[src/hdl/hwcc_pkg.sv]
// Shared types and constants for the hex world coordinate converter.
`default_nettype none
package hwcc_pkg;

    localparam int WORLD_W = 32;
    localparam int HEX_W   = 16;
    localparam int CELL_W  = 16;
    localparam int SPACE_W = 32;
    localparam int PROD_W  = 64;
    localparam int APB_AW  = 4;
    localparam int APB_DW  = 32;

    typedef enum logic [1:0] {
        REG_X_SPACING     = 2'd0,
        REG_Y_SPACING     = 2'd1,
        REG_INV_X_SPACING = 2'd2,
        REG_INV_Y_SPACING = 2'd3
    } t_reg_idx;

    typedef enum logic {
        ACT_WORLD_TO_HEX = 1'b0,
        ACT_HEX_TO_WORLD = 1'b1
    } t_action;

    typedef struct packed {
        logic [SPACE_W-1:0] x_spacing;
        logic [SPACE_W-1:0] y_spacing;
        logic [SPACE_W-1:0] inv_x_spacing;
        logic [SPACE_W-1:0] inv_y_spacing;
    } t_cfg;

endpackage
`default_nettype wire

[src/hdl/hwcc_finish_stage.sv]
// Cube sum correction, offset column mapping, cell clamping and the result register.
`default_nettype none
module hwcc_finish_stage #(
    parameter int COORD_BITS = 16,
    parameter int FRAC_BITS  = 16,
    parameter int IW         = 35
) (
    input  wire logic                                i_clk,
    input  wire logic                                i_en,
    input  wire logic                                i_action,
    input  wire logic signed [IW-1:0]                i_ix,
    input  wire logic signed [IW-1:0]                i_iy,
    input  wire logic signed [IW-1:0]                i_iz,
    input  wire logic        [FRAC_BITS:0]           i_ex,
    input  wire logic        [FRAC_BITS:0]           i_ey,
    input  wire logic        [FRAC_BITS:0]           i_ez,
    input  wire logic signed [hwcc_pkg::WORLD_W-1:0] i_pos_x,
    input  wire logic signed [hwcc_pkg::WORLD_W-1:0] i_pos_y,
    input  wire logic                                i_pos_sat,
    output logic signed [hwcc_pkg::CELL_W-1:0]       o_cell_col,
    output logic signed [hwcc_pkg::CELL_W-1:0]       o_cell_row,
    output logic signed [hwcc_pkg::WORLD_W-1:0]      o_pos_x,
    output logic signed [hwcc_pkg::WORLD_W-1:0]      o_pos_y,
    output logic                                     o_saturated
);
    import hwcc_pkg::*;

    localparam int WI = (IW + 3 > COORD_BITS + 2) ? IW + 3 : COORD_BITS + 2;
    localparam logic signed [WI-1:0] CHI = WI'({1'b0, {(COORD_BITS-1){1'b1}}});
    localparam logic signed [WI-1:0] CLO = -CHI - WI'(1);

    logic signed [WI-1:0] ix, iy, iz, s, d, t, tr, row;
    logic signed [WI-1:0] col_c, row_c;
    logic                 col_sat, row_sat;

    logic signed [CELL_W-1:0]  r_cell_col, r_cell_row;
    logic signed [WORLD_W-1:0] r_pos_x, r_pos_y;
    logic                      r_saturated;

    always_comb begin
        ix = WI'(i_ix);
        iy = WI'(i_iy);
        iz = WI'(i_iz);
        s  = ix + iy + iz;
        // The rounding error decides which component absorbs a nonzero sum.
        if (s != '0) begin
            if (i_ex >= i_ey && i_ex >= i_ez) begin
                ix = ix - s;
            end else if (i_ey >= i_ex && i_ey >= i_ez) begin
                iy = iy - s;
            end else begin
                iz = iz - s;
            end
        end
        d = iy - iz;
        if (d < 0) begin
            t = d - WI'(1) + $signed({{(WI-1){1'b0}}, ~ix[0]});
        end else begin
            t = d + WI'(1) - $signed({{(WI-1){1'b0}}, ix[0]});
        end
        // Halving that truncates toward zero.
        tr  = t + $signed({{(WI-1){1'b0}}, t[WI-1]});
        row = tr >>> 1;

        col_sat = 1'b1;
        row_sat = 1'b1;
        if (ix > CHI) begin
            col_c = CHI;
        end else if (ix < CLO) begin
            col_c = CLO;
        end else begin
            col_c   = ix;
            col_sat = 1'b0;
        end
        if (row > CHI) begin
            row_c = CHI;
        end else if (row < CLO) begin
            row_c = CLO;
        end else begin
            row_c   = row;
            row_sat = 1'b0;
        end
    end

    always_ff @(posedge i_clk) begin
        if (i_en) begin
            if (i_action == ACT_HEX_TO_WORLD) begin
                r_cell_col  <= '0;
                r_cell_row  <= '0;
                r_pos_x     <= i_pos_x;
                r_pos_y     <= i_pos_y;
                r_saturated <= i_pos_sat;
            end else begin
                r_cell_col  <= col_c[CELL_W-1:0];
                r_cell_row  <= row_c[CELL_W-1:0];
                r_pos_x     <= '0;
                r_pos_y     <= '0;
                r_saturated <= col_sat || row_sat;
            end
        end
    end

    assign o_cell_col  = r_cell_col;
    assign o_cell_row  = r_cell_row;
    assign o_pos_x     = r_pos_x;
    assign o_pos_y     = r_pos_y;
    assign o_saturated = r_saturated;
endmodule
`default_nettype wire

[config.mk]
export PLATFORM = sky130hd
export DESIGN_NAME = hwcc_finish_stage
export DESIGN_NICKNAME = d
export VERILOG_FILES = /design/src/hdl/hwcc_pkg.sv /design/src/hdl/hwcc_finish_stage.sv
export SDC_FILE = /design/constraint.sdc
export NUM_CORES = 1
export LEC_CHECK = 0
export BUFFER_PORTS_ARGS = -buffer_cell sky130_fd_sc_hd__buf_2
export CORE_ASPECT_RATIO = 1.4
export CORE_MARGIN = 5
export CORE_UTILIZATION = 25
export DETAILED_ROUTE_END_ITERATION = 8
export GPL_ROUTABILITY_DRIVEN = 0
export HOLD_SLACK_MARGIN = 0.1
export PLACE_DENSITY = 0.48
export RECOVER_POWER = 50
export SLEW_MARGIN = 20
export SYNTH_ARGS = -nofsm -noshare
export SYNTH_HDL_FRONTEND = slang
export SYNTH_SLANG_ARGS = --single-unit
[constraint.sdc]
create_clock -name i_clk -period 12.3 [get_ports i_clk]
set_input_delay 0 -clock i_clk [delete_from_list [all_inputs] [get_ports i_clk]]
set_output_delay 0 -clock i_clk [all_outputs]
set_load 0.02 [all_outputs]
==> qor.yml <==
status:
  outcome: "complete, but fails checks"
  violations: "capacitance limit, slew limit"
clock_network:
  clk_path_buf_depth: 2
  cts_num_sinks: 97
  cts_tree: "built"
  cts.clk_slew.worst_paths_ns: 0.08
  cts_made_buffers: 9
  clockRootBuffer: "clkbuf_16"
  cts_htree_levels: 3
die:
  die_w_um: 257
  core_um2: 85300
  rows: 127
  start_util_pct: 25.0
  die_h_um: 356
  dieArea_um2: 91500
  io_pins: 321
cells_and_area:
  final.fill_count: 9095
  area_delta_synth_final_pct: 40.0
  nNetsFinal: 4204
  drive_gt1_share_pct: 28.0
synth:
  ys_seq_elements: 97
  synth_top_flop_cell: "edfxtp_1"
  synth_area_leader_cell: "ha_1"
  ys_top_cells_by_count: "ha_1 (279), a21oi_1 (234), nand2_1 (228), nor2_1 (205), xnor2_1 (178)"
  netlist_area_um2: 21400
  synth_top_area_share_pct: 16.3
  synth_nets: 3278
  yosysMostFrequentCell: "ha_1"
  syn_inst: 2735
  ys_warn_count: 0
  synth_area_leaders: "ha_1 (16%), edfxtp_1 (14%), xnor2_1 (7.3%), a21oi_1 (5.5%), xor2_1 (4.1%)"
  synth_edf_count: 97
  yosysUniqueCellTypes: 101
  async_reset_ff_share_pct: 0
  ys_seq_area_share_pct: 13.6
  postSynthAreaPerCell_um2: 7.81
sta:
  max_slew_margin_pct: -70.8
  rsz0062_at_grt: "false"
  post-route-min-period_ns: 11.69
  slew_viol_final: 36
  setup_violations: 0
  worst_slew_pin_slew_ns: 2.56
  final_hold_viol_count: 0
  fin_crit_sh_pct: 95.0
  fin_hold_ws_ns: 0.179
  timing.fmax_mhz: 85.6
critical_path:
  path_buf_inv: 11
  critPathTopFamily: "compound AO/OA/AOI/OAI gates"
  endpoint: "o_cell_row[4]"
  cp_max_fo: 7
  critPathMostFrequentCell: "buf_4"
  cpMaxStageDelayCell: "or4_1"
  worst-path-stages: 63
  critical_path_required_ns: 12.42
  arrival_ns: 11.80
  worstSetupPathType: "input pin to flip-flop"
  end_kind: "flip-flop"
  start_kind: "input pin"
  startpoint: "i_ix[1]"
  critPathMaxStageDelay_ns: 0.51
route:
  wire_per_inst_um: 16.7
  via_count: 23000
  viasPerCell: 4.82
  drt-initial-drc-count: 1086
  drcViolationCount: 0
  antenna_left: 0
  wl_um: 79700
  first_pass_iters: 5
global_route:
  grt_pass1_vias: 23300
  grt_use_total_pct: 16.8
  gr-total-overflow: 0
  grt_antenna_before_repair: 12
  grt_start_max_net_pins: 71
  grt_pass1_wl_um: 125000
hold_path:
  hold_class: "input pin to flip-flop"
job:
  maxCapViolCount: 1
placement:
  io_buffer_count: 320
  dp_hpwl_um: 69000
==> per-layer routing <==
layer	wire (um)	global-route usage, %	vias to the layer above
met4	2220	4.84	2
met5	13	0	-
li1	-	-	11900
met2	41100	31.9	412
met1	33600	19.7	10600
met3	2710	2.01	102
==> final cells by class <==
type | count | area, um^2 | area share [%]
antenna | 9 | 22.5 | 0.0753
clock buffer | 9 | 225 | 0.753
clock inverter | 7 | 82.6 | 0.276
inverter | 164 | 616 | 2.06
multi-input combinational | 2401 | 17900 | 60.0
sequential | 97 | 2910 | 9.74
tap | 1096 | 1370 | 4.58
timing repair buffer | 988 | 6740 | 22.5
==> worst min-delay path, stage by stage <==
cell and delay (ns):
buf_2 0.11, buf_4 0.11, o21ai_0 0.07, a21oi_1 0.14
==> cell usage in the layout, fill, tap and decap left out, types with 10 or more instances in the layout <==
| master | instances |
|---|---|
| buf_4 | 599 |
| ha_1 | 277 |
| buf_2 | 272 |
| nand2_1 | 228 |
| a21oi_1 | 220 |
| nor2_1 | 200 |
| xnor2_1 | 177 |
| inv_1 | 163 |
| o21ai_0 | 152 |
| edfxtp_1 | 97 |
| xor2_1 | 95 |
| a21o_1 | 75 |
| dlygate4sd3_1 | 66 |
| nand3_1 | 60 |
| and2_1 | 54 |
| nor3_1 | 53 |
| o21a_1 | 48 |
| clkbuf_1 | 48 |
| nand4_1 | 42 |
| and3_1 | 40 |
| mux2i_1 | 40 |
| nor2b_1 | 39 |
| fa_1 | 39 |
| nand2b_1 | 33 |
| a211oi_1 | 29 |
| and2_0 | 28 |
| o211ai_1 | 24 |
| or3_1 | 22 |
| a31oi_1 | 21 |
| o21bai_1 | 18 |
| a21oi_2 | 18 |
| o31ai_1 | 17 |
| o21ai_1 | 17 |
| maj3_1 | 16 |
| o31a_1 | 14 |
| or2_2 | 13 |
| nand3b_1 | 13 |
| nor3b_1 | 13 |
| nor4_1 | 11 |
| a21boi_0 | 10 |
==> per-stage QoR <==
step | cells | instance area (um^2) | worst slack, ns | util, % | setup TNS, ns
after global routing | 4765 | 29900 | 0.00820 | 35.0 | 0
after CTS | 4750 | 29500 | 0.00248 | 34.6 | 0
final | 4771 | 29900 | 0.614 | 35.1 | 0
after floorplan | 2735 | 21400 | 0.0127 | - | 0
after detailed placement | 4667 | 28500 | -0.759 | 33.4 | -11.24
after global placement | 4667 | 28500 | -0.679 | 33.4 | -10.38
==> repair_timing <==
item,CTS,global route
gates resized for setup,19,73
gates cloned,0,1
hold buffers,66,0
endpoints found under the hold margin,66,0
setup buffers,1,11
setup endpoints to repair,16,16
pin swaps,3,25
==> logic make-up (layout without fill, tap and decap cells) <==
kind of cell	count (synthesis)	count (layout)	share of synthesized area, %
compound gates	818	818	25.0
xor+xnor	282	282	11.9
fa+ha+maj	336	336	20.9
buf+inv	238	1168	4.38
flops	97	97	13.6
mux	49	49	2.35
other cells	0	9	0
simple gates	915	916	21.9
==> flip-flops by register name, indices dropped and copies added (netlist names) <==
| name | cells |
|---|---|
| o_pos_x | 32 |
| o_pos_y | 32 |
| o_cell_col | 16 |
| o_cell_row | 16 |
| o_saturated | 1 |
==> worst min-delay path by stage <==
| stage | slack, ns | depth (start not counted) | startpoint | endpoint |
|---|---|---|---|---|
| floorplan | 0.11 | 0 | i_en | o_cell_col[0] |
| global placement | 0.28 | 2 | i_pos_x[26] | o_pos_x[26] |
| detailed placement | 0.29 | 2 | i_pos_y[19] | o_pos_y[19] |
| global route | 0.19 | 4 | i_ix[3] | o_cell_col[3] |
| CTS | 0.13 | 4 | i_ix[3] | o_cell_col[3] |
| finish | 0.18 | 4 | i_ix[3] | o_cell_col[3] |
Power is left out: the tool's default activity adds up to more than one toggle a clock period on the data nets, which glitch-free logic cannot reach.
