File: src/hdl/hwcc_pkg.sv
// Shared types and constants for the hex world coordinate converter.
`default_nettype none
package hwcc_pkg;

    localparam int WORLD_W = 32;
    localparam int HEX_W   = 16;
    localparam int CELL_W  = 16;
    localparam int SPACE_W = 32;
    localparam int PROD_W  = 64;
    localparam int APB_AW  = 4;
    localparam int APB_DW  = 32;

    typedef enum logic [1:0] {
        REG_X_SPACING     = 2'd0,
        REG_Y_SPACING     = 2'd1,
        REG_INV_X_SPACING = 2'd2,
        REG_INV_Y_SPACING = 2'd3
    } t_reg_idx;

    typedef enum logic {
        ACT_WORLD_TO_HEX = 1'b0,
        ACT_HEX_TO_WORLD = 1'b1
    } t_action;

    typedef struct packed {
        logic [SPACE_W-1:0] x_spacing;
        logic [SPACE_W-1:0] y_spacing;
        logic [SPACE_W-1:0] inv_x_spacing;
        logic [SPACE_W-1:0] inv_y_spacing;
    } t_cfg;

endpackage
`default_nettype wire

File: src/hdl/hwcc_round_stage.sv
// Cube rounding of the scaled world position and saturation of the world result.
`default_nettype none
module hwcc_round_stage #(
    parameter int FRAC_BITS = 16,
    parameter int IW        = 35
) (
    input  wire logic                                i_clk,
    input  wire logic                                i_en,
    input  wire logic                                i_action,
    input  wire logic signed [hwcc_pkg::PROD_W-1:0]  i_prod_a,
    input  wire logic signed [hwcc_pkg::PROD_W-1:0]  i_prod_b,
    output logic                                     o_action,
    output logic signed [IW-1:0]                     o_ix,
    output logic signed [IW-1:0]                     o_iy,
    output logic signed [IW-1:0]                     o_iz,
    output logic        [FRAC_BITS:0]                o_ex,
    output logic        [FRAC_BITS:0]                o_ey,
    output logic        [FRAC_BITS:0]                o_ez,
    output logic signed [hwcc_pkg::WORLD_W-1:0]      o_pos_x,
    output logic signed [hwcc_pkg::WORLD_W-1:0]      o_pos_y,
    output logic                                     o_pos_sat
);
    import hwcc_pkg::*;

    localparam int XW = PROD_W - FRAC_BITS;
    localparam int CW = XW + 3;
    localparam int EW = FRAC_BITS + 1;
    localparam logic signed [CW:0]     HALF_V = (CW+1)'(1) <<< FRAC_BITS;
    localparam logic        [EW-1:0]   HALF_E = EW'(1) << FRAC_BITS;
    localparam logic signed [PROD_W-1:0] WHI  = PROD_W'({1'b0, {(WORLD_W-1){1'b1}}});
    localparam logic signed [PROD_W-1:0] WLO  = -WHI - PROD_W'(1);

    // Cube components carry one more fraction bit than the scaled position.
    function automatic logic signed [IW-1:0] rnd_int(input logic signed [CW-1:0] v);
        logic signed [CW:0] t;
        t = (CW+1)'(v) + HALF_V;
        return $signed(t[CW:FRAC_BITS+1]);
    endfunction

    function automatic logic [EW-1:0] rnd_err(input logic signed [CW-1:0] v);
        logic signed [CW:0] t;
        logic        [EW-1:0] m;
        t = (CW+1)'(v) + HALF_V;
        m = t[FRAC_BITS:0];
        return (m >= HALF_E) ? (m - HALF_E) : (HALF_E - m);
    endfunction

    logic signed [XW-1:0]     x, y;
    logic signed [CW-1:0]     cx, cy, cz;
    logic signed [PROD_W-1:0] py_raw;
    logic signed [WORLD_W-1:0] px_c, py_c;
    logic                     px_sat, py_sat;

    logic                     r_action;
    logic signed [IW-1:0]     r_ix, r_iy, r_iz;
    logic        [EW-1:0]     r_ex, r_ey, r_ez;
    logic signed [WORLD_W-1:0] r_pos_x, r_pos_y;
    logic                     r_pos_sat;

    always_comb begin
        x  = $signed(i_prod_a[PROD_W-1:FRAC_BITS]);
        y  = $signed(i_prod_b[PROD_W-1:FRAC_BITS]);
        cx = CW'(x) <<< 1;
        cy = (CW'(y) <<< 1) - CW'(x);
        cz = -CW'(x) - (CW'(y) <<< 1);

        py_raw = i_prod_b >>> 1;
        px_sat = 1'b1;
        py_sat = 1'b1;
        if (i_prod_a > WHI) begin
            px_c = WHI[WORLD_W-1:0];
        end else if (i_prod_a < WLO) begin
            px_c = WLO[WORLD_W-1:0];
        end else begin
            px_c   = i_prod_a[WORLD_W-1:0];
            px_sat = 1'b0;
        end
        if (py_raw > WHI) begin
            py_c = WHI[WORLD_W-1:0];
        end else if (py_raw < WLO) begin
            py_c = WLO[WORLD_W-1:0];
        end else begin
            py_c   = py_raw[WORLD_W-1:0];
            py_sat = 1'b0;
        end
    end

    always_ff @(posedge i_clk) begin
        if (i_en) begin
            r_action  <= i_action;
            r_ix      <= rnd_int(cx);
            r_iy      <= rnd_int(cy);
            r_iz      <= rnd_int(cz);
            r_ex      <= rnd_err(cx);
            r_ey      <= rnd_err(cy);
            r_ez      <= rnd_err(cz);
            r_pos_x   <= px_c;
            r_pos_y   <= py_c;
            r_pos_sat <= px_sat || py_sat;
        end
    end

    assign o_action  = r_action;
    assign o_ix      = r_ix;
    assign o_iy      = r_iy;
    assign o_iz      = r_iz;
    assign o_ex      = r_ex;
    assign o_ey      = r_ey;
    assign o_ez      = r_ez;
    assign o_pos_x   = r_pos_x;
    assign o_pos_y   = r_pos_y;
    assign o_pos_sat = r_pos_sat;
endmodule
`default_nettype wire

File: config.mk
export PLATFORM = sky130hd
export DESIGN_NAME = hwcc_round_stage
export DESIGN_NICKNAME = d
export VERILOG_FILES = /design/src/hdl/hwcc_pkg.sv /design/src/hdl/hwcc_round_stage.sv
export SDC_FILE = /design/constraint.sdc
export NUM_CORES = 1
export LEC_CHECK = 0
export ABC_AREA = 1
export BUFFER_PORTS_ARGS = -buffer_cell sky130_fd_sc_hd__buf_2
export CAP_MARGIN = 25
export CORE_ASPECT_RATIO = 1.1
export CORE_MARGIN = 2
export CORE_UTILIZATION = 25
export CTS_BUF_LIST = sky130_fd_sc_hd__clkbuf_2 sky130_fd_sc_hd__clkbuf_4 sky130_fd_sc_hd__clkbuf_8
export DETAILED_ROUTE_END_ITERATION = 8
export GPL_TIMING_DRIVEN = 0
export PLACE_DENSITY = 0.42
export SLEW_MARGIN = 20
export SYNTH_ARGS = -nofsm -noshare
export SYNTH_HDL_FRONTEND = slang
export SYNTH_SLANG_ARGS = --single-unit
File: constraint.sdc
create_clock -name i_clk -period 4.3 [get_ports i_clk]
set_input_delay 0.215 -clock i_clk [delete_from_list [all_inputs] [get_ports i_clk]]
set_output_delay 0.215 -clock i_clk [all_outputs]
set_load 0.1 [all_outputs]
==> metrics.csv <==
stage;metric;value;unit
outcome;status;completed;
drt;drt_pre_antenna_iters;5;
synthesis;ys_types;49;
setup_path;critPathKind;input pin to flop;
setup_path;worstPathMaxFanout;8;
min_path;whs_path_depth;2;
global_route;grt_pass1_wl;107000;um
power;p_clk_share;21.5;%
die;fp.dieH;283;um
finish;area_growth;26.0;%
drt;wl_per_cell;19.8;um
synthesis;syn-cell-area;0.0177;mm2
timing;hold_violations;0;
die;die_w;258;um
synthesis;synth_seq_cells;216;
drt;drc;0;
synthesis;yosys-top-cells-area;edfxtp_1 37%, ha_1 14%, nand2_1 12%;
place;portBuffers;350;
drt;antenna_left;0;
setup_path;cp_data_arrival_time;4010;ps
clock_network;clockBufferDepth;3;
synthesis;yosysTopAreaCellShare;36.6;%
finish;drive_above_1_share;17.0;%
power;p_comb_share;49.9;%
drt;drt-initial-drc-count;1152;
timing;finalMaxSlewViolations;0;
power;power.internal;4.87;mW
timing;rsz0062_at_grt;no;
synthesis;netlist_instances;2287;
finish;num-nets-final;3088;
power;peakVddDrop;0.244;mV
finish;n_fill_cell;7677;
global_route;grt_use_total;19.6;%
global_route;antenna_found_initial;16;
synthesis;synth_common_cells;572 x nand2_1, 338 x inv_1, 240 x nor2_1;
timing;fin_crit;3640;ps
clock_network;cts_root_buf;clkbuf_8;
run;cap_violations;0;
place;place_area;0.0207;mm2
clock_network;cts_buffers;43;
clock_network;clkSlewWorstSetupHoldPaths;60;ps
synthesis;yosysMostFrequentCell;nand2_1;
power;power.switching;5.08;mW
synthesis;ys_async_sr_fraction;0;%
place;place_ws;610;ps
clock_network;cts-resized-gates;0;
die;ios;353;
synthesis;synth.avg_cell_area;7.75;um2
power;cellLeakagePower;10.5;nW
timing;max_freq;275;MHz
global_route;grt-ovfl-total;0;
die;start_util;25.2;%
timing;finalSetupTns;0;ps
drt;via_per_inst;4.61;
die;coreArea;0.0703;mm2
timing;setup_viol_count_final;0;
finish;final_area;0.0223;mm2
power;powerDensity;446;mW/mm2
synthesis;synth_top_flop_cell;edfxtp_1;
synthesis;seq_area_frac_synth;36.6;%
finish;multiInputGateArea;0.00976;mm2
place;dpl.hpwl;62600;um
timing;worst_pin_slew;869;ps
min_path;hp-class;input pin to flop;
power;power.share.sequential;28.5;%
synthesis;synth-edff-count;216;
global_route;first_global_vias;17301;
power;swShare;51.1;%
timing;holdWs;87.1;ps
timing;relSlewSlack;41.7;%
synthesis;synth_nets;2615;
die;fp.dieArea;0.0730;mm2
die;row_count;102;
finish;final_util;31.7;%
finish;ff_latch_area;0.00649;mm2
place;globalplace.congestion;0.926;
synthesis;yosys_warnings;0;
setup_path;critPathLaunchType;input pin;
drt;wirelength;73700;um
synthesis;synth_top_area_cell;edfxtp_1;
clock_network;htree_num_levels;2;
clock_network;cts.sinks;216;
setup_path;endpoint_kind;flop;
timing;layout_setup_ws;659;ps
global_route;grt_max_degree;95;
clock_network;cts_tree;yes;
timing;fin_crit_sh;84.7;%
setup_path;worstPathRequired;4660;ps
drt;vias;17204;
layout by cell type (no fill, tap or decap), drive strengths merged, types with 9 or more instances in the layout:
| master | Yosys | layout |
|---|---|---|
| clkinv | 1 | 19 |
| a21o | 9 | 9 |
| nor3 | 44 | 44 |
| dlygate4sd3 | 0 | 75 |
| a31oi | 12 | 12 |
| nor4 | 24 | 24 |
| nor2 | 244 | 244 |
| nand4 | 32 | 32 |
| a21boi | 10 | 10 |
| o21a | 10 | 10 |
| edfxtp | 216 | 216 |
| xor2 | 94 | 94 |
| ha | 195 | 195 |
| nand3 | 130 | 130 |
| o21ai | 108 | 108 |
| inv | 356 | 359 |
| buf | 17 | 370 |
| a21oi | 135 | 135 |
| clkbuf | 7 | 61 |
| xnor2 | 33 | 33 |
| nand3b | 9 | 9 |
| nand2 | 575 | 575 |
worst paths after layout:
path                          from          end
worst max-delay path  i_prod_a[17]     o_iy[32]
worst min-delay path  i_prod_a[63]  o_pos_x[31]
registers in the layout, summed over array words and instances (netlist names):
register / flops
o_ez: 16
o_pos_x: 32
o_action: 1
o_iz: 35
o_pos_y: 32
o_pos_sat: 1
o_iy: 34
o_ex: 15
o_ix: 33
o_ey: 17
cell type report:
| type | count | area share [%] |
|---|---|---|
| Buffer | 24 | 0.600 |
| Clock buffer | 54 | 3.02 |
| Antenna cell | 2 | 0.0224 |
| Tap cell | 936 | 5.25 |
| Timing Repair Buffer | 428 | 11.5 |
| Clock inverter | 24 | 0.774 |
| Multi-Input combinational cell | 1690 | 43.7 |
| Sequential cell | 216 | 29.1 |
| Inverter | 357 | 6.02 |
per-stage QoR:
stage          std cells  total power, mW
2_1_floorplan       2287             6.63
3_3_place_gp        3573             7.86
3_5_place_dp        3576             7.84
4_1_cts             3729             10.1
5_1_grt             3730             10.5
6_report            3731             9.95
power by group through the flow:
stage                     registers, mW  logic, mW  clock network [mW]
after detailed placement           2.89       4.96                   0
final                              2.84       4.97                2.14
after CTS                          2.85       5.02                2.24
after floorplan                    5.15       1.48                   0
after global placement             2.90       4.96                   0
after global routing               2.87       5.27                2.33
repair_timing:
| action | CTS | global route |
|---|---|---|
| hold buffers | 75 | 0 |
| hold endpoints to repair | 114 | 0 |
| setup buffers | 0 | 0 |
layer usage:
metal,track usage (%),vias up,part of all wire [%]
li1,-,8506,-
met1,23.7,7990,42
met2,35.5,587,49
met3,4.23,93,6.7
met4,3.90,28,1.7
met5,0,-,0.22
kinds of logic after synthesis:
logic type | count (synthesis) | synth area share [%]
AO/OA/AOI/OAI | 301 | 9.44
XOR/XNOR | 127 | 6.28
adder cells (fa/ha/maj) | 197 | 14.0
buffers and inverters | 381 | 8.33
flip-flops | 216 | 36.6
other | 1 | 0.0212
AND/OR/NAND/NOR | 1064 | 25.3
worst max-delay path: stages:
cell and delay, ps:
dlygate4sd3_1 560, buf_2 120, inv_1 90, ha_1 290, ha_1 130, buf_2 250
inv_1 200, fa_1 440, inv_1 160, nand3_1 90, nand2_1 230, nand3_1 140
nand3_1 230, a21oi_1 190, o21ai_1 350, nand2_1 130, nand3_1 90, nand2_1 80
Note: power is estimated with default switching activity, not from simulation.
