$ cat config.mk
export PLATFORM = sky130hd
export DESIGN_NAME = hwcc_cfg_regs
export DESIGN_NICKNAME = d
export VERILOG_FILES = /design/src/hdl/hwcc_pkg.sv /design/src/hdl/hwcc_cfg_regs.sv
export SDC_FILE = /design/constraint.sdc
export NUM_CORES = 1
export LEC_CHECK = 0
export ABC_AREA = 1
export BUFFER_PORTS_ARGS = -buffer_cell sky130_fd_sc_hd__buf_2
export CAP_MARGIN = 10
export CORE_ASPECT_RATIO = 0.7
export CORE_MARGIN = 10
export CORE_UTILIZATION = 40
export DETAILED_ROUTE_END_ITERATION = 10
export PLACE_DENSITY = 0.69
export SYNTH_ARGS = -nofsm -noshare
export SYNTH_HDL_FRONTEND = slang
export SYNTH_SLANG_ARGS = --single-unit
$ cat constraint.sdc
create_clock -name i_clk -period 0.9 [get_ports i_clk]
set_input_delay 0.045 -clock i_clk [delete_from_list [all_inputs] [get_ports i_clk]]
set_output_delay 0.045 -clock i_clk [all_outputs]
set_load 0.05 [all_outputs]
$ cat src/hdl/hwcc_pkg.sv
// Shared types and constants for the hex world coordinate converter.
`default_nettype none
package hwcc_pkg;

    localparam int WORLD_W = 32;
    localparam int HEX_W   = 16;
    localparam int CELL_W  = 16;
    localparam int SPACE_W = 32;
    localparam int PROD_W  = 64;
    localparam int APB_AW  = 4;
    localparam int APB_DW  = 32;

    typedef enum logic [1:0] {
        REG_X_SPACING     = 2'd0,
        REG_Y_SPACING     = 2'd1,
        REG_INV_X_SPACING = 2'd2,
        REG_INV_Y_SPACING = 2'd3
    } t_reg_idx;

    typedef enum logic {
        ACT_WORLD_TO_HEX = 1'b0,
        ACT_HEX_TO_WORLD = 1'b1
    } t_action;

    typedef struct packed {
        logic [SPACE_W-1:0] x_spacing;
        logic [SPACE_W-1:0] y_spacing;
        logic [SPACE_W-1:0] inv_x_spacing;
        logic [SPACE_W-1:0] inv_y_spacing;
    } t_cfg;

endpackage
`default_nettype wire

$ cat src/hdl/hwcc_cfg_regs.sv
// APB register file holding the spacing and reciprocal spacing values.
`default_nettype none
module hwcc_cfg_regs #(
    parameter int FRAC_BITS = 16
) (
    input  wire logic                        i_clk,
    input  wire logic                        i_rst_n,
    input  wire logic                        psel,
    input  wire logic                        penable,
    input  wire logic                        pwrite,
    input  wire logic [hwcc_pkg::APB_AW-1:0] paddr,
    input  wire logic [hwcc_pkg::APB_DW-1:0] pwdata,
    output logic      [hwcc_pkg::APB_DW-1:0] prdata,
    output logic                             pready,
    output hwcc_pkg::t_cfg                   o_cfg
);
    import hwcc_pkg::*;

    localparam logic [SPACE_W-1:0] UNIT = SPACE_W'(1) << FRAC_BITS;

    t_cfg     r_cfg;
    t_reg_idx idx;
    logic     wr;

    assign idx    = t_reg_idx'(paddr[3:2]);
    assign wr     = psel && penable && pwrite;
    assign pready = 1'b1;
    assign o_cfg  = r_cfg;

    always_ff @(posedge i_clk) begin
        if (!i_rst_n) begin
            r_cfg.x_spacing     <= UNIT;
            r_cfg.y_spacing     <= UNIT;
            r_cfg.inv_x_spacing <= UNIT;
            r_cfg.inv_y_spacing <= UNIT;
        end else if (wr) begin
            unique case (idx)
                REG_X_SPACING:     r_cfg.x_spacing     <= pwdata;
                REG_Y_SPACING:     r_cfg.y_spacing     <= pwdata;
                REG_INV_X_SPACING: r_cfg.inv_x_spacing <= pwdata;
                REG_INV_Y_SPACING: r_cfg.inv_y_spacing <= pwdata;
                default: ;
            endcase
        end
    end

    always_comb begin
        unique case (idx)
            REG_X_SPACING:     prdata = r_cfg.x_spacing;
            REG_Y_SPACING:     prdata = r_cfg.y_spacing;
            REG_INV_X_SPACING: prdata = r_cfg.inv_x_spacing;
            REG_INV_Y_SPACING: prdata = r_cfg.inv_y_spacing;
            default:           prdata = '0;
        endcase
    end
endmodule
`default_nettype wire

==> results.md, run 1 <==
* FILL cells at 975
* Gate power share at 16.7%
* All-Layer GR Usage at 22.4%
* CP startpoint kind: flip-flop
* Num CTS Buffers at 17
* Synth area leaders: dfxtp_1, nand2_1, nor2_1
* Largest net degree at the start of global routing at 63
* Seq. cell area at 3040 µm²
* WL/cell at 18.1 µm
* Routed vias/inst at 5.15
* Synth area leader: dfxtp_1
* Area taken by multi-input logic gates at 3010 µm²
* RSZ-0062 raised after global routing: yes
* Via Count at 7298
* Hold path start: pwdata[10]
* Max_cap viols at 0
* Max reg flops at 128
* Max clock buf depth at 2
* CP cell instances: nand2_2 -> nand4_1 -> buf_6
* Share of layout cells above drive strength 1 at 45.0%
* Crit path launch: o_cfg[43]
* Dpl ws at -0.262 ns
* Most common cell in the netlist: nand2_1
* Antenna viol nets, final at 0
* Critical path's top delay family: flip-flops
* H-tree levels at 4
* Residual DRC count at 0
* Yosys warns at 0
* Post-synth EDFFs at 0
* Int Pwr at 11.5 mW
* I/O pin cnt at 202
* Num rows at 37
* Top FF cell, synth: dfxtp_1
* Post-DP HPWL at 14500 µm
* PD cells at 1420 nW/µm²
* Setup TNS Final at -23.78 ns
* Final Wtd Congestion at 0.811
* FMAX at 822 MHz
* Final Skew at 0 ns
* Worst Path Class, Setup: reg -> out
* Grt ovf at 0
* Worst VDD drop at 0.00120 V
* Syn nets at 951
* Initial antenna violation count at 1
* Hold Crit Class: in -> reg
* Synth cell types at 16
* Worst setup margin at -0.316 ns
* Maximum fanout along the worst path at 3
* Post-synthesis async set-or-reset flop share at 0%
* Final period util at 135%
* Clock network power share at 47.6%
* Crit path DAT at 1.17 ns
* Die H at 122 µm
* Failing checks: setup timing
* Reg clk slew, reported paths at 0.06 ns
* Synth cell count leaders: nand2_1, nor2_1, dfxtp_1, nand3_1
* Die area at 20100 µm²
* WL final at 25600 µm
* P_leak at 4.91 nW
* Vias in the first global route at 6586
* Switching part of the total at 27.8%
* R2R Path Start: o_cfg[76]
* Mapped cell area at 5890 µm²
* Endpoint type of the worst setup path: primary output
* Post-route design area at 11200 µm²
* Max Slew Vio Count at 0
* Placed Cells at 1289
* Clock Root Buffer: clkbuf_16
* Later-pin clock latency in the skew report at 0.41 ns
* Placed Instance Area at 7850 µm²
* Net Sw Power at 4.42 mW
* First-pass GRT wire length at 36000 µm
* Router iterations before antenna repair at 8
* Setup violations, final at 160
* Worst EP required at 0.85 ns
* Worst path max stage delay at 0.36 ns
* Initial DRC count at 770
* Overall die width at 165 µm
* Syn_area_per_cell at 6.47 µm²
* Hold Vio Cnt, Final at 0
* Worst path bufs/invs at 1
* Area growth syn-to-layout at 90.3%
* Sequential-to-total area share from yosys stat at 43.5%
* Worst path slowest cell: dfxtp_4
* Top cell type's share of synthesized area at 43.5%
* Clock Sinks at 128
* Initial Utilization at 40.4%
* Nets at 1247
* Register share of total power at 35.7%
* Post-Syn Instances at 910
* Tot Pwr at 15.9 mW
* CTS tree: done
* Minimum clock period at 1.22 ns
* CORE AREA at 14600 µm²
* #FFs+latches synth at 128
* Port Buffers at 198
* Status: finished, violations left
* Final Instance Count excl. Fillers at 1416
stage by stage:
| stage | hold WS, ns | util [%] |
|---|---|---|
| final | 0.0125 | 76.9 |
| after global routing | 0.0413 | 76.9 |
| after CTS | 0.00222 | 69.8 |
| after detailed placement | 0.316 | 53.8 |
| after global placement | 0.314 | 53.8 |
| after floorplan | 0.171 | - |
tightest hold or removal path, stage by stage:
cell and delay [ns]:
buf_2 0.08, inv_1 0.06, nand3_1 0.08, nand2_1 0.05, nor2_1 0.07
power groups by stage:
stage / combinational (mW) / clock [mW] / sequential, mW
global placement: 1.99 / 0 / 5.74
CTS: 2.37 / 7.63 / 5.67
finish: 2.65 / 7.56 / 5.66
floorplan: 0.914 / 0 / 6.16
detailed placement: 2.00 / 0 / 5.74
global route: 2.80 / 7.91 / 5.67
per-layer routing:
metal	track usage, %	up-vias	wire [µm]
met3	6.40	46	2200
met1	28.3	3426	10600
met2	36.4	365	12400
met5	0	-	0
met4	6.40	0	461
li1	-	3461	-
area by class of cell:
| class | instances | share of cell area [%] |
|---|---|---|
| clock buffers | 21 | 4.20 |
| repair buffers | 341 | 36.9 |
| inverters | 35 | 1.17 |
| flip-flops and latches | 128 | 27.1 |
| diodes | 2 | 0.0446 |
| well taps | 195 | 2.18 |
| clock inverters | 11 | 1.58 |
| multi-input cells | 683 | 26.8 |
kinds of logic after synthesis:
kind of cell	Yosys count	synth area share, %
buffers and inverters	99	8.11
flip-flops	128	43.5
other	1	0.0637
AND/OR/NAND/NOR	678	48.0
AO/OA/AOI/OAI	4	0.340
layout by cell type, fill, tap and decap left out, types with 27 or more instances in the layout:
master / instances
buf_12: 27
buf_2: 37
buf_4: 40
buf_6: 105
buf_8: 115
dfxtp_4: 126
inv_1: 32
nand2_1: 210
nand2_2: 50
nand3_1: 128
nand4_1: 32
nor2_1: 248
final timing paths:
path,cells after the start,slack (ns),end
setup reg to reg,4,0.07,o_cfg[76]
setup / recovery,3,-0.32,prdata[11]
hold / removal,5,0.01,o_cfg[10]
hold reg to reg,2,0.50,o_cfg[53]
what timing repair did:
| item | 4_1_cts | 5_1_grt |
|---|---|---|
| gates resized for setup | 462 | 127 |
| gates cloned | 0 | 1 |
| endpoints found under the setup margin | 160 | 167 |
| pin swaps | 23 | 30 |
| hold buffers | 15 | 0 |
| hold endpoints to repair | 37 | 0 |
| buffers inserted | 2 | 76 |
Power figures use the tool's default switching activity.
==> inputs of run 2 (changes only) <==
==> constraint.sdc (replaced) <==
create_clock -name i_clk -period 0.9 [get_ports i_clk]
set_input_delay 0.09 -clock i_clk [delete_from_list [all_inputs] [get_ports i_clk]]
set_output_delay 0.09 -clock i_clk [all_outputs]
set_load 0.05 [all_outputs]
==> results.md, run 2 (synthesis gave the netlist of run 1 again) <==
* Int Pwr at 10.7 mW
* Share of layout cells above drive strength 1 at 46.7%
* Overall die width at 165 µm
* Status: finished, violations left
* Post-DP HPWL at 15100 µm
* Minimum clock period at 1.29 ns
* Final period util at 143%
* Die H at 122 µm
* WL final at 26300 µm
* Final Instance Count excl. Fillers at 1413
* Placed Instance Area at 8000 µm²
* Fin util at 77.0%
* Setup violations, final at 160
* Gate power share at 18.1%
* Residual DRC count at 0
* CP startpoint kind: flip-flop
* P_leak at 4.92 nW
* Largest net degree at the start of global routing at 64
* Worst path max stage delay at 0.37 ns
* Initial Utilization at 40.4%
* Crit path DAT at 1.20 ns
* Worst path bufs/invs at 1
* Initial antenna violation count at 1
* Grt ovf at 0
* Worst setup margin at -0.390 ns
* Vias in the first global route at 6500
* Crit path launch: o_cfg[126]
* Net Sw Power at 4.37 mW
* Clock network power share at 44.2%
* FMAX at 775 MHz
* Most frequent cells in the layout: nor2_1, nand2_1, nand3_1
* Max clock buf depth at 2
* WL/cell at 18.6 µm
* Antenna viol nets, final at 0
* Worst VDD drop at 0.00103 V
* Failing checks: setup timing
* # diodes at 0
* Worst EP required at 0.81 ns
* Worst path slowest cell: dfxtp_4
* Placed Cells at 1298
* PD cells at 1340 nW/µm²
* Hold Vio Cnt, Final at 0
* Clock Root Buffer: clkbuf_16
* CORE AREA at 14600 µm²
* Routed vias/inst at 5.19
* Hold path start: i_rst_n
* CP cell instances: nand2_2 -> nand4_1 -> buf_6
* Num rows at 37
* Max reg flops at 128
* RSZ-0062 raised after global routing: yes
* Max Slew Vio Count at 0
* Max_cap viols at 0
* Die area at 20100 µm²
* Num CTS Buffers at 17
* Worst Hold Margin at 0.0218 ns
* All-Layer GR Usage at 22.3%
* Post-route design area at 11200 µm²
* Clock Sinks at 128
* Via Count at 7327
* Nets at 1246
* Area growth syn-to-layout at 90.7%
* Final Wtd Congestion at 0.854
* H-tree levels at 4
* Final Skew at 0 ns
* Initial DRC count at 600
* CTS tree: done
* Endpoint type of the worst setup path: primary output
* Maximum fanout along the worst path at 3
* Worst Path Class, Setup: reg -> out
* I/O pin cnt at 202
* Critical path's top delay family: flip-flops
* Reg clk slew, reported paths at 0.06 ns
* Register share of total power at 37.7%
* Port Buffers at 198
* Later-pin clock latency in the skew report at 0.41 ns
* R2R Path Start: o_cfg[19]
* Hold Crit Class: in -> reg
* First-pass GRT wire length at 35800 µm
* Most common cell after layout, fill and taps aside: nor2_1
* Router iterations before antenna repair at 5
* Switching part of the total at 29.1%
run 2: changes by cell type in the layout (fill, tap and decap cells not counted), moves of 4 or more:
cell           change
buf_12             +6
nand2_1            -8
clkinv_2           +4
nand2_2            +7
dlygate4sd3_1     -14
buf_6              +6
run 2: power groups by stage:
stage | Clock, mW | Sequential, mW | Combinational (mW)
after floorplan | 0 | 6.16 | 0.921
after global placement | 0 | 5.73 | 2.05
after detailed placement | 0 | 5.74 | 2.06
after CTS | 6.72 | 5.67 | 2.42
after global routing | 7.03 | 5.68 | 2.88
final | 6.64 | 5.67 | 2.73
run 2: what timing repair did:
item,4_1_cts,5_1_grt
resized for setup,467,140
setup endpoints to repair,160,178
hold buffers,1,0
cloned,1,1
buffers inserted,5,75
pin swaps,21,41
endpoints found under the hold margin,4,0
run 2: final cells by class:
type / count / area [µm²]
Clock buffer: 17 / 425
Clock inverter: 15 / 145
Fill cell: 920 / 3350
Inverter: 35 / 136
Multi-Input combinational cell: 683 / 3040
Sequential cell: 128 / 3040
Tap cell: 195 / 244
Timing Repair Buffer: 340 / 4210
run 2: final timing paths:
kind                endpoint  slack [ns]  cells past startpoint
setup / recovery  prdata[30]       -0.39                      3
hold / removal     o_cfg[38]        0.02                      3
setup reg to reg   o_cfg[19]        0.05                      4
hold reg to reg    o_cfg[70]        0.51                      2
run 2: metal layers:
| layer | GRT usage [%] | vias to the layer above | part of all wire [%] |
|---|---|---|---|
| met3 | 6.54 | 38 | 9.1 |
| met2 | 36.3 | 347 | 50 |
| met4 | 6.46 | 0 | 1.5 |
| li1 | - | 3466 | - |
| met5 | 0 | - | 0 |
| met1 | 28.1 | 3476 | 40 |
run 2: through the flow:
stage,power (mW),TNS (ns),worst slack (ns)
floorplan,7.08,-4.32,-0.344
CTS,14.8,-25.67,-0.328
finish,15.0,-30.75,-0.390
global placement,7.78,-42.11,-0.351
detailed placement,7.80,-45.16,-0.382
global route,15.6,-35.69,-0.419
run 2: worst reg2reg max path: stages (launching register included):
cell	delay, ns
dfxtp_4	0.34
buf_6	0.12
buf_4	0.12
nor2_1	0.10
nor2_1	0.05
==> inputs of run 3 (changes only) <==
--- a/config.mk
+++ b/config.mk
@@ -7,12 +7,13 @@
 export LEC_CHECK = 0
 export ABC_AREA = 1
 export BUFFER_PORTS_ARGS = -buffer_cell sky130_fd_sc_hd__buf_2
-export CAP_MARGIN = 10
+export CELL_PAD_IN_SITES_DETAIL_PLACEMENT = 0
+export CELL_PAD_IN_SITES_GLOBAL_PLACEMENT = 1
 export CORE_ASPECT_RATIO = 0.7
 export CORE_MARGIN = 10
-export CORE_UTILIZATION = 40
+export CORE_UTILIZATION = 31
 export DETAILED_ROUTE_END_ITERATION = 10
-export PLACE_DENSITY = 0.69
+export PLACE_DENSITY = 0.77
 export SYNTH_ARGS = -nofsm -noshare
 export SYNTH_HDL_FRONTEND = slang
 export SYNTH_SLANG_ARGS = --single-unit
==> results.md, run 3 (synthesis gave the netlist of run 1 again) <==
* Final Instance Count excl. Fillers at 1456
* All-Layer GR Usage at 18.6%
* Placed Instance Area at 8020 µm²
* Post-DP HPWL at 15600 µm
* Gate power share at 17.7%
* Largest net degree at the start of global routing at 65
* Share of layout cells above drive strength 1 at 45.4%
* Status: finished, violations left
* Max Slew Vio Count at 0
* Residual DRC count at 0
* Num rows at 42
* Initial Utilization at 31.4%
* P_leak at 4.91 nW
* Tot Pwr at 15.3 mW
* Num CTS Buffers at 17
* Hold Vio Cnt, Final at 0
* Antenna viol nets, final at 0
* Clock Sinks at 128
* Register share of total power at 37.1%
* Final Wtd Congestion at 0.770
* WL final at 25300 µm
* Most common cell after layout, fill and taps aside: nor2_1
* Setup violations, final at 160
* Endpoint type of the worst setup path: primary output
* Worst EP required at 0.81 ns
* Initial DRC count at 431
* Worst Hold Margin at 0.0359 ns
* Setup TNS Final at -30.46 ns
* Placed Cells at 1341
* Worst Path Class, Setup: reg -> out
* Die H at 135 µm
* Reg clk slew, reported paths at 0.06 ns
* H-tree levels at 4
* RSZ-0062 raised after global routing: yes
* Later-pin clock latency in the skew report at 0.41 ns
* Routed vias/inst at 4.75
* Worst path max stage delay at 0.35 ns
* Hold Crit Class: in -> reg
* CP cell instances: nand2_2 -> nand4_1 -> buf_6
* Post-route design area at 11300 µm²
* FILL cells at 1607
* Maximum fanout along the worst path at 3
* CP startpoint kind: flip-flop
* Most frequent cells in the layout: nor2_1, nand2_1, nand3_1
* Initial antenna violation count at 1
* Failing checks: setup timing
* First-pass GRT wire length at 36700 µm
* I/O pin cnt at 202
* Via Count at 6910
* Int Pwr at 11.0 mW
* CTS tree: done
* Worst path slowest cell: dfxtp_4
* Router iterations before antenna repair at 4
* Worst VDD drop at 0.000905 V
* Clock Root Buffer: clkbuf_16
* FF-to-FF path depth at 4
* Critical Path Stages at 3
* Max reg flops at 128
* Final Skew at 0 ns
* Grt ovf at 0
* Switching part of the total at 28.0%
* PD cells at 1360 nW/µm²
* Nets at 1241
* Vias in the first global route at 6488
* Minimum clock period at 1.24 ns
* Max clock buf depth at 2
* Critical path's top delay family: flip-flops
* FMAX at 806 MHz
* Overall die width at 185 µm
* Max_cap viols at 0
* CORE AREA at 18800 µm²
* Port Buffers at 198
* Net Sw Power at 4.28 mW
* Area growth syn-to-layout at 91.1%
* Die area at 25000 µm²
* Worst path bufs/invs at 1
* Final period util at 138%
* Hold Path Depth at 5
* WL/cell at 17.4 µm
* Worst setup margin at -0.340 ns
* Clock network power share at 45.2%
* Crit path DAT at 1.15 ns
-- run 3: power groups by stage --
stage,Sequential [mW],Combinational [mW],Clock [mW]
global route,5.68,2.89,7.30
floorplan,6.16,0.921,0
finish,5.66,2.71,6.89
global placement,5.74,2.07,0
detailed placement,5.74,2.07,0
CTS,5.67,2.44,7.05
-- run 3: metrics by stage --
stage,utilization (%),setup slack (ns)
after global routing,60.0,-0.401
after global placement,42.7,-0.382
after detailed placement,42.7,-0.386
after CTS,54.6,-0.320
final,60.0,-0.340
after floorplan,-,-0.344
-- run 3: worst paths after layout --
| path | from | endpoint | slack, ns |
|---|---|---|---|
| max | o_cfg[127] | prdata[31] | -0.34 |
| min | pwdata[4] | o_cfg[100] | 0.04 |
| max reg2reg | o_cfg[48] | o_cfg[48] | 0.06 |
| min reg2reg | o_cfg[118] | o_cfg[118] | 0.50 |
-- run 3: final cells by class --
| class | count | area (µm²) | share of cell area [%] |
|---|---|---|---|
| Antenna cell | 1 | 2.50 | 0.0222 |
| Sequential cell | 128 | 3040 | 27.0 |
| Tap cell | 242 | 303 | 2.69 |
| Clock inverter | 9 | 108 | 0.956 |
| Clock buffer | 23 | 488 | 4.33 |
| Multi-Input combinational cell | 683 | 3000 | 26.7 |
| Timing Repair Buffer | 335 | 4180 | 37.2 |
| Inverter | 35 | 134 | 1.19 |
-- run 3: timing repair --
| action | in CTS | in global routing |
|---|---|---|
| pin swaps | 35 | 32 |
| endpoints found under the hold margin | 5 | 0 |
| hold buffers | 2 | 0 |
| gates resized for setup | 464 | 120 |
| endpoints found under the setup margin | 160 | 214 |
| gates cloned | 1 | 3 |
| buffers inserted | 7 | 69 |
-- run 3: per-layer routing --
layer	vias up	track usage (%)	wire length, µm
met5	-	0	0
met4	0	4.86	323
met3	25	6.32	1800
met2	205	29.8	11800
met1	3220	23.5	11300
li1	3460	-	-
-- run 3: worst min-delay path, stage by stage --
cell     delay (ns)
buf_2          0.07
inv_1          0.06
nand3_1        0.08
nand2_1        0.05
nor2_1         0.06
